--- config.mk ---
export PLATFORM = sky130hd
export DESIGN_NAME = sorted_timer_queue_unit
export DESIGN_NICKNAME = d
export VERILOG_FILES = /design/src/stq_pkg.sv /design/src/stq_cell.sv /design/src/sorted_timer_queue_unit.sv
export SDC_FILE = /design/constraint.sdc
export NUM_CORES = 2
export LEC_CHECK = 0
export BUFFER_PORTS_ARGS = -buffer_cell sky130_fd_sc_hd__buf_2
export CELL_PAD_IN_SITES_DETAIL_PLACEMENT = 0
export CELL_PAD_IN_SITES_GLOBAL_PLACEMENT = 1
export CORE_MARGIN = 3
export CORE_UTILIZATION = 55
export CTS_BUF_LIST = sky130_fd_sc_hd__clkbuf_4
export DETAILED_ROUTE_END_ITERATION = 7
export HOLD_SLACK_MARGIN = 0.12
export MAX_ROUTING_LAYER = met4
export PLACE_DENSITY = 0.86
export SETUP_SLACK_MARGIN = 0.15
export SLEW_MARGIN = 30
export SYNTH_ARGS = -nofsm -noshare
export SYNTH_HDL_FRONTEND = slang
export SYNTH_SLANG_ARGS = --single-unit
export TNS_END_PERCENT = 100
--- constraint.sdc ---
create_clock -name clk -period 14.55 [get_ports clk]
set_clock_uncertainty 0.1 [all_clocks]
set_input_delay 1.455 -clock clk [delete_from_list [all_inputs] [get_ports clk]]
set_output_delay 1.455 -clock clk [all_outputs]
set_load 0.1 [all_outputs]
--- src/stq_pkg.sv ---
// shared types and constants for the sorted timer queue
package stq_pkg;

  localparam int TIMER_SLOTS_DEF = 16;
  localparam int COUNT_BITS_DEF  = 31;
  localparam int ID_W            = 4;
  localparam int DELAY_W         = 31;
  localparam int OP_W            = 2;
  localparam int KIND_W          = 3;

  localparam logic [OP_W-1:0] OP_TICK   = 2'd0;
  localparam logic [OP_W-1:0] OP_ARM    = 2'd1;
  localparam logic [OP_W-1:0] OP_CANCEL = 2'd2;

  localparam logic [KIND_W-1:0] KIND_FIRED     = 3'd0;
  localparam logic [KIND_W-1:0] KIND_ARMED     = 3'd1;
  localparam logic [KIND_W-1:0] KIND_FULL      = 3'd2;
  localparam logic [KIND_W-1:0] KIND_CANCELLED = 3'd3;
  localparam logic [KIND_W-1:0] KIND_NOT_FOUND = 3'd4;

  typedef enum logic [1:0] {
    ST_IDLE,
    ST_INSERT,
    ST_FIRE
  } state_t;

  typedef enum logic [2:0] {
    CELL_HOLD,
    CELL_REMOVE,
    CELL_INSERT,
    CELL_TICK,
    CELL_POP
  } cell_op_t;

  typedef struct packed {
    cell_op_t        op;
    logic [ID_W-1:0] id;
  } cell_cmd_t;

endpackage

--- src/stq_cell.sv ---
// one list entry of the sorted timer chain
module stq_cell #(
  parameter int COUNT_BITS = stq_pkg::COUNT_BITS_DEF
) (
  input  logic                     clk,
  input  logic                     rst,
  input  stq_pkg::cell_cmd_t       cmd,
  input  logic [COUNT_BITS-1:0]    new_count,
  input  logic                     prev_match,
  input  logic                     prev_after,
  input  logic                     left_valid,
  input  logic [stq_pkg::ID_W-1:0] left_id,
  input  logic [COUNT_BITS-1:0]    left_count,
  input  logic                     right_valid,
  input  logic [stq_pkg::ID_W-1:0] right_id,
  input  logic [COUNT_BITS-1:0]    right_count,
  output logic                     valid,
  output logic [stq_pkg::ID_W-1:0] id,
  output logic [COUNT_BITS-1:0]    count,
  output logic                     match_any,
  output logic                     after
);

  logic                     valid_next;
  logic [stq_pkg::ID_W-1:0] id_next;
  logic [COUNT_BITS-1:0]    count_next;
  logic                     match_here;

  assign match_here = valid && (id == cmd.id);
  assign match_any  = prev_match || match_here;
  assign after      = !valid || (count > new_count);

  always_comb begin
    valid_next = valid;
    id_next    = id;
    count_next = count;
    unique case (cmd.op)
      stq_pkg::CELL_HOLD: begin
      end
      stq_pkg::CELL_REMOVE: begin
        if (match_any) begin
          valid_next = right_valid;
          id_next    = right_id;
          count_next = right_count;
        end
      end
      stq_pkg::CELL_INSERT: begin
        if (after) begin
          if (prev_after) begin
            valid_next = left_valid;
            id_next    = left_id;
            count_next = left_count;
          end else begin
            valid_next = 1'b1;
            id_next    = cmd.id;
            count_next = new_count;
          end
        end
      end
      stq_pkg::CELL_TICK: begin
        if (valid && (count != '0)) begin
          count_next = count - COUNT_BITS'(1);
        end
      end
      stq_pkg::CELL_POP: begin
        valid_next = right_valid;
        id_next    = right_id;
        count_next = right_count;
      end
      default: begin
      end
    endcase
  end

  always_ff @(posedge clk) begin
    if (rst) begin
      valid <= 1'b0;
    end else begin
      valid <= valid_next;
    end
  end

  always_ff @(posedge clk) begin
    id    <= id_next;
    count <= count_next;
  end

endmodule

--- src/sorted_timer_queue_unit.sv ---
// top level of the sorted timer queue: control sequencer and chain of list cells
//
// Usage: drive op, timer_id and delay with start high; the item is taken at a
// rising edge where start is high and busy is low. busy stays high while the
// block works on an item.
// Results come out on kind, timer_id_res and last, valid for exactly one cycle
// while done is high; last marks the final result of an item. The receiver
// cannot hold results off, and the block never needs it to.
// The list lives in a row of TIMER_SLOTS cells kept sorted by remaining count;
// every step updates all cells at once; remove, insert and pop shift entries between neighbors.
// Sequence of each op, from the accepting edge:
//   cancel: result in the next cycle; the block stays idle and can take the next item at once.
//   arm: the accepting step removes an old entry and ST_INSERT inserts the new one;
//     the result is registered with the insert, and the next item is accepted then.
//   arm rejected when full: result in the next cycle.
//   tick: the accepting step decrements all cells, then ST_FIRE gives one fired result
//     per cycle, each popping the head cell; it returns to idle with no result when none is due.
// Op code 3 is dropped with no result.
// Reset (rst, synchronous) empties the list and clears done and busy.
module sorted_timer_queue_unit #(
  parameter int TIMER_SLOTS = stq_pkg::TIMER_SLOTS_DEF,
  parameter int COUNT_BITS  = stq_pkg::COUNT_BITS_DEF
) (
  input  logic                         clk,
  input  logic                         rst,
  input  logic                         start,
  output logic                         busy,
  input  logic [stq_pkg::OP_W-1:0]     op,
  input  logic [stq_pkg::ID_W-1:0]     timer_id,
  input  logic [stq_pkg::DELAY_W-1:0]  delay,
  output logic                         done,
  output logic [stq_pkg::KIND_W-1:0]   kind,
  output logic [stq_pkg::ID_W-1:0]     timer_id_res,
  output logic                         last
);

  stq_pkg::state_t state;
  stq_pkg::state_t state_next;
  stq_pkg::cell_cmd_t cmd;

  logic [stq_pkg::ID_W-1:0]   key_id;
  logic [COUNT_BITS-1:0]      key_count;
  logic [COUNT_BITS-1:0]      delay_sat;
  logic [COUNT_BITS-1:0]      delay_eff;

  logic                       done_next;
  logic [stq_pkg::KIND_W-1:0] kind_next;
  logic [stq_pkg::ID_W-1:0]   id_res_next;
  logic                       last_next;

  logic [TIMER_SLOTS-1:0]     cell_valid;
  logic [stq_pkg::ID_W-1:0]   cell_id    [TIMER_SLOTS];
  logic [COUNT_BITS-1:0]      cell_count [TIMER_SLOTS];
  logic [TIMER_SLOTS-1:0]     cell_match;
  logic [TIMER_SLOTS-1:0]     cell_after;

  logic accept;
  logic found;
  logic full;
  logic head_due;
  logic second_due;

  generate
    if (COUNT_BITS >= stq_pkg::DELAY_W) begin : g_wide
      assign delay_sat = COUNT_BITS'(delay);
    end else begin : g_narrow
      assign delay_sat = (|(delay >> COUNT_BITS)) ? '1 : delay[COUNT_BITS-1:0];
    end
  endgenerate

  assign delay_eff = (delay_sat == '0) ? COUNT_BITS'(1) : delay_sat;

  generate
    for (genvar i = 0; i < TIMER_SLOTS; i++) begin : g_cell
      logic                     l_valid;
      logic [stq_pkg::ID_W-1:0] l_id;
      logic [COUNT_BITS-1:0]    l_count;
      logic                     l_match;
      logic                     l_after;
      logic                     r_valid;
      logic [stq_pkg::ID_W-1:0] r_id;
      logic [COUNT_BITS-1:0]    r_count;

      if (i == 0) begin : g_first
        assign l_valid = 1'b0;
        assign l_id    = '0;
        assign l_count = '0;
        assign l_match = 1'b0;
        assign l_after = 1'b0;
      end else begin : g_inner_l
        assign l_valid = cell_valid[i-1];
        assign l_id    = cell_id[i-1];
        assign l_count = cell_count[i-1];
        assign l_match = cell_match[i-1];
        assign l_after = cell_after[i-1];
      end

      if (i == TIMER_SLOTS - 1) begin : g_end
        assign r_valid = 1'b0;
        assign r_id    = '0;
        assign r_count = '0;
      end else begin : g_inner_r
        assign r_valid = cell_valid[i+1];
        assign r_id    = cell_id[i+1];
        assign r_count = cell_count[i+1];
      end

      stq_cell #(
        .COUNT_BITS(COUNT_BITS)
      ) u_cell (
        .clk         (clk),
        .rst         (rst),
        .cmd         (cmd),
        .new_count   (key_count),
        .prev_match  (l_match),
        .prev_after  (l_after),
        .left_valid  (l_valid),
        .left_id     (l_id),
        .left_count  (l_count),
        .right_valid (r_valid),
        .right_id    (r_id),
        .right_count (r_count),
        .valid       (cell_valid[i]),
        .id          (cell_id[i]),
        .count       (cell_count[i]),
        .match_any   (cell_match[i]),
        .after       (cell_after[i])
      );
    end
  endgenerate

  assign busy       = (state != stq_pkg::ST_IDLE);
  assign accept     = start && !busy;
  assign found      = cell_match[TIMER_SLOTS-1];
  assign full       = cell_valid[TIMER_SLOTS-1];
  assign head_due   = cell_valid[0] && (cell_count[0] == '0);
  assign second_due = cell_valid[1] && (cell_count[1] == '0);

  always_comb begin
    state_next  = state;
    cmd.op      = stq_pkg::CELL_HOLD;
    cmd.id      = (state == stq_pkg::ST_IDLE) ? timer_id : key_id;
    done_next   = 1'b0;
    kind_next   = stq_pkg::KIND_FIRED;
    id_res_next = timer_id;
    last_next   = 1'b1;
    unique case (state)
      stq_pkg::ST_IDLE: begin
        if (accept) begin
          unique case (op)
            stq_pkg::OP_TICK: begin
              cmd.op     = stq_pkg::CELL_TICK;
              state_next = stq_pkg::ST_FIRE;
            end
            stq_pkg::OP_ARM: begin
              if (found || !full) begin
                cmd.op     = stq_pkg::CELL_REMOVE;
                state_next = stq_pkg::ST_INSERT;
              end else begin
                done_next = 1'b1;
                kind_next = stq_pkg::KIND_FULL;
              end
            end
            stq_pkg::OP_CANCEL: begin
              cmd.op    = stq_pkg::CELL_REMOVE;
              done_next = 1'b1;
              kind_next = found ? stq_pkg::KIND_CANCELLED : stq_pkg::KIND_NOT_FOUND;
            end
            default: begin
            end
          endcase
        end
      end
      stq_pkg::ST_INSERT: begin
        cmd.op      = stq_pkg::CELL_INSERT;
        done_next   = 1'b1;
        kind_next   = stq_pkg::KIND_ARMED;
        id_res_next = key_id;
        state_next  = stq_pkg::ST_IDLE;
      end
      stq_pkg::ST_FIRE: begin
        id_res_next = cell_id[0];
        last_next   = !second_due;
        if (head_due) begin
          cmd.op    = stq_pkg::CELL_POP;
          done_next = 1'b1;
          if (!second_due) begin
            state_next = stq_pkg::ST_IDLE;
          end
        end else begin
          state_next = stq_pkg::ST_IDLE;
        end
      end
      default: begin
        state_next = stq_pkg::ST_IDLE;
      end
    endcase
  end

  always_ff @(posedge clk) begin
    if (rst) begin
      state <= stq_pkg::ST_IDLE;
      done  <= 1'b0;
    end else begin
      state <= state_next;
      done  <= done_next;
    end
  end

  always_ff @(posedge clk) begin
    kind         <= kind_next;
    timer_id_res <= id_res_next;
    last         <= last_next;
    if (accept) begin
      key_id    <= timer_id;
      key_count <= delay_eff;
    end
  end

  // armed entries always fill the chain from the head
  a_prefix: assert property (@(posedge clk) disable iff (rst)
    (cell_valid & (cell_valid + 1'b1)) == '0)
    else $error("valid cells do not form a prefix");

  // busy drops exactly with the final result of an item
  a_last_busy: assert property (@(posedge clk) disable iff (rst)
    done |-> (last == !busy))
    else $error("last flag and busy disagree");

  // an insert step always has a free cell at the tail
  a_room: assert property (@(posedge clk) disable iff (rst)
    (state == stq_pkg::ST_INSERT) |-> !cell_valid[TIMER_SLOTS-1])
    else $error("insert with full chain");

  // a due head cell in the fire state is always reported as a fired result
  a_fire_pop: assert property (@(posedge clk) disable iff (rst)
    (state == stq_pkg::ST_FIRE && head_due) |=> (done && kind == stq_pkg::KIND_FIRED))
    else $error("due head not reported");

endmodule

==> results_dict.tcl <==
set metrics [dict create \
    holdPathStages 1 \
    crit_path_start_kind "flop" \
    clkSinkCount 622 \
    finalCriticalPeriod_ps 6580 \
    layout-drive-gt1-share 0.102 \
    grt_pass1_vias 50000 \
    firstDrtPassIters 6 \
    regArea_um2 18400 \
    syn_area_um2 56100 \
    finalCritPeriodShare 0.453 \
    yosysWarnings 0 \
    cts_max_path_buffers 3 \
    startpoint "state[0]" \
    path_buf_inv 3 \
    cts_hold_buf 0 \
    place_hpwl_um 149000 \
    drc_errors 0 \
    outcome "finished, final reports clean" \
    cts_root_buf "clkbuf_4" \
    synth_edf_count 595 \
    die_w_um 326 \
    h-tree-depth 4 \
    overflow 0 \
    syn_area_per_cell_um2 8.90 \
    tns_ps 0 \
    drtIter0Drc 6817 \
    multi_input_area_um2 35900 \
    ys_ff_latch 622 \
    wirelength_um 215000 \
    ios 50 \
    critPathTopFamily "simple AND/OR/NAND/NOR gates" \
    cts_buffers 187 \
    crit_chain "inv_1 > ha_1 > mux2i_4 > mux2_2 > nor4_1 > or3_1 > nor3_1 > nand3_1 > nand2_4 > nor2_2 > buf_4 > o211ai_1 > a222oi_1 > buf_4" \
    synth_nets 6873 \
    crit_top_cell "buf_4" \
    start_util 0.557 \
    peakVddDrop_v 0.000143 \
    r2r_cells 14 \
    arrival_ps 7230 \
    antenna_found_initial 9 \
    leakagePower_nw 24.4 \
    hp-start "delay[28]" \
    num_rows 116 \
    synth-main-ff-cell "edfxtp_1" \
    nets 6825 \
    ys_types 91 \
    cts_resized 0 \
    yosys-top-cells-area "edfxtp_1 32%, ha_1 12%, mux2i_1 5.4%" \
    yosysSeqAreaShare 0.328 \
    fmax_mhz 152 \
    die_area_um2 106000 \
    ant_nets 0 \
    worstPathRequired_ps 15190 \
    relSlewSlack 0.245 \
    maxSlewViolCount 0 \
    path_class "reg2reg" \
    cts_tree "yes" \
    area_growth_pct 7.27 \
    cts_setup_buffers 0 \
    worstSkewPairLatency_ps 1170 \
    io_buffers 49 \
    reg2reg_from "state[0]" \
    grt_max_degree 227 \
    synth_top_cell_area_share 0.318 \
    rr_endpoint "g_cell[9].u_cell.count[13]" \
    worst_path_max_delay_cell "nor2_2" \
    rsz0062_at_grt "false" \
    die_y_um 326 \
    vias 52700 \
    clkSlewWorstSetupHoldPaths_ps 70 \
    endpoint_kind "flop" \
    grt_util_all_layers 0.406 \
    grt_pass1_wl_um 319000 \
    hp-class "in2reg" \
    wl_per_cell_um 27.7 \
    worstMarginPinSlew_ps 1120 \
    timing.reg2reg.setup_slack_ps 7970 \
    max-cap-violations 0 \
    worstHoldEndpoint "key_count[28]" \
    gp_congestion 1.01 \
    core_um2 101000 \
    p_per_area_nw_per_um2 199 \
    finalHoldWorstSlack_ps 399 \
    fill_cells 9140 \
    via_per_inst 6.79 \
    synth_most_common_cell "nor2_1" \
    yosys-top-cells-count "619 x nor2_1, 595 x edfxtp_1, 521 x ha_1, 508 x a21oi_1, 492 x nand2_1" \
    critPathMaxFanout 62 \
    yosysTopAreaCell "edfxtp_1" \
    max_stage_delay_ps 920 \
    final-setup-viol-count 0 \
    syn_inst 6312 \
    synthArstFlopShare 0 \
    hold_viol_final 0 \
]
[power by group]
part / total, mW / leakage, nW / internal, mW / switching, mW
clock: 1.77 / 1.35 / 0.886 / 0.881
combinational: 5.82 / 17.2 / 2.28 / 3.55
sequential: 4.40 / 5.85 / 3.06 / 1.34
total: 12.0 / 24.4 / 6.22 / 5.76
[worst max-delay path by stage]
stage	depth (start not counted)	end	slack, ps
global route	14	g_cell[9].u_cell.count[14]	7700
CTS	13	g_cell[12].u_cell.count[18]	7920
global placement	12	g_cell[12].u_cell.count[0]	7410
detailed placement	12	g_cell[12].u_cell.count[2]	7680
floorplan	10	g_cell[9].u_cell.count[0]	7780
finish	14	g_cell[9].u_cell.count[13]	7970
[cells in the final DEF (no fill, tap or decap), types with 33 or more instances in the layout]
master / netlist / layout
mux2_2: 87 / 87
nor2_1: 619 / 617
a22o_1: 33 / 33
inv_1: 97 / 96
xor2_1: 276 / 276
nand2b_1: 38 / 38
or3_1: 77 / 77
buf_2: 108 / 49
nand2_1: 492 / 490
o21ai_0: 483 / 480
nor4_1: 94 / 93
nor3_1: 208 / 208
xnor2_1: 201 / 201
a211oi_1: 199 / 199
mux2i_1: 302 / 302
or4_1: 45 / 45
buf_4: 11 / 124
a21oi_1: 508 / 495
a21o_1: 313 / 312
o211ai_1: 85 / 85
clkbuf_4: 0 / 250
nand3_1: 82 / 82
edfxtp_1: 595 / 595
ha_1: 521 / 521
nor2b_1: 50 / 50
clkinv_1: 0 / 56
nand4_1: 100 / 100
[layer usage]
metal	vias to the layer above	track usage	wire, um
met5	-	-	0
met4	0	0.243	15000
met3	796	0.0992	24700
met2	3186	0.597	93000
met1	25100	0.506	82400
li1	23600	-	-
[state kept, by name (all words and copies together), names as in the netlist]
name	cells
done	1
g_cell.u_cell.count	496
g_cell.u_cell.id	64
g_cell.u_cell.valid	16
key_count	31
key_id	4
kind	3
last	1
state	2
timer_id_res	4
[through the flow]
step	power, mW	area (um^2)	utilization	worst slack (ps)	cells
2_1_floorplan	7.94	56100	-	7780	6312
3_3_place_gp	9.82	57700	0.572	7410	7424
3_5_place_dp	10.0	57800	0.574	7680	7429
4_1_cts	11.8	60100	0.597	7920	7757
5_1_grt	12.7	60200	0.598	7700	7764
6_report	12.0	60200	0.598	7970	7764
[final cells by class]
type,instances,area share
diodes,4,0.000166
repair buffers,188,0.0246
inverters,97,0.00605
well taps,1357,0.0282
flip-flops and latches,622,0.306
clock buffers,250,0.0312
multi-input cells,5168,0.596
clock inverters,78,0.00783
[cell families after synthesis]
kind of cell               share of synthesized area
AOI/OAI and AO/OA                              0.203
xor gates and xnor gates                      0.0744
adders and majority gates                      0.116
buffers and inverters                         0.0385
DFF                                            0.328
muxes                                         0.0733
and+or+nand+nor                                0.167
Power figures use the tool's default switching activity.
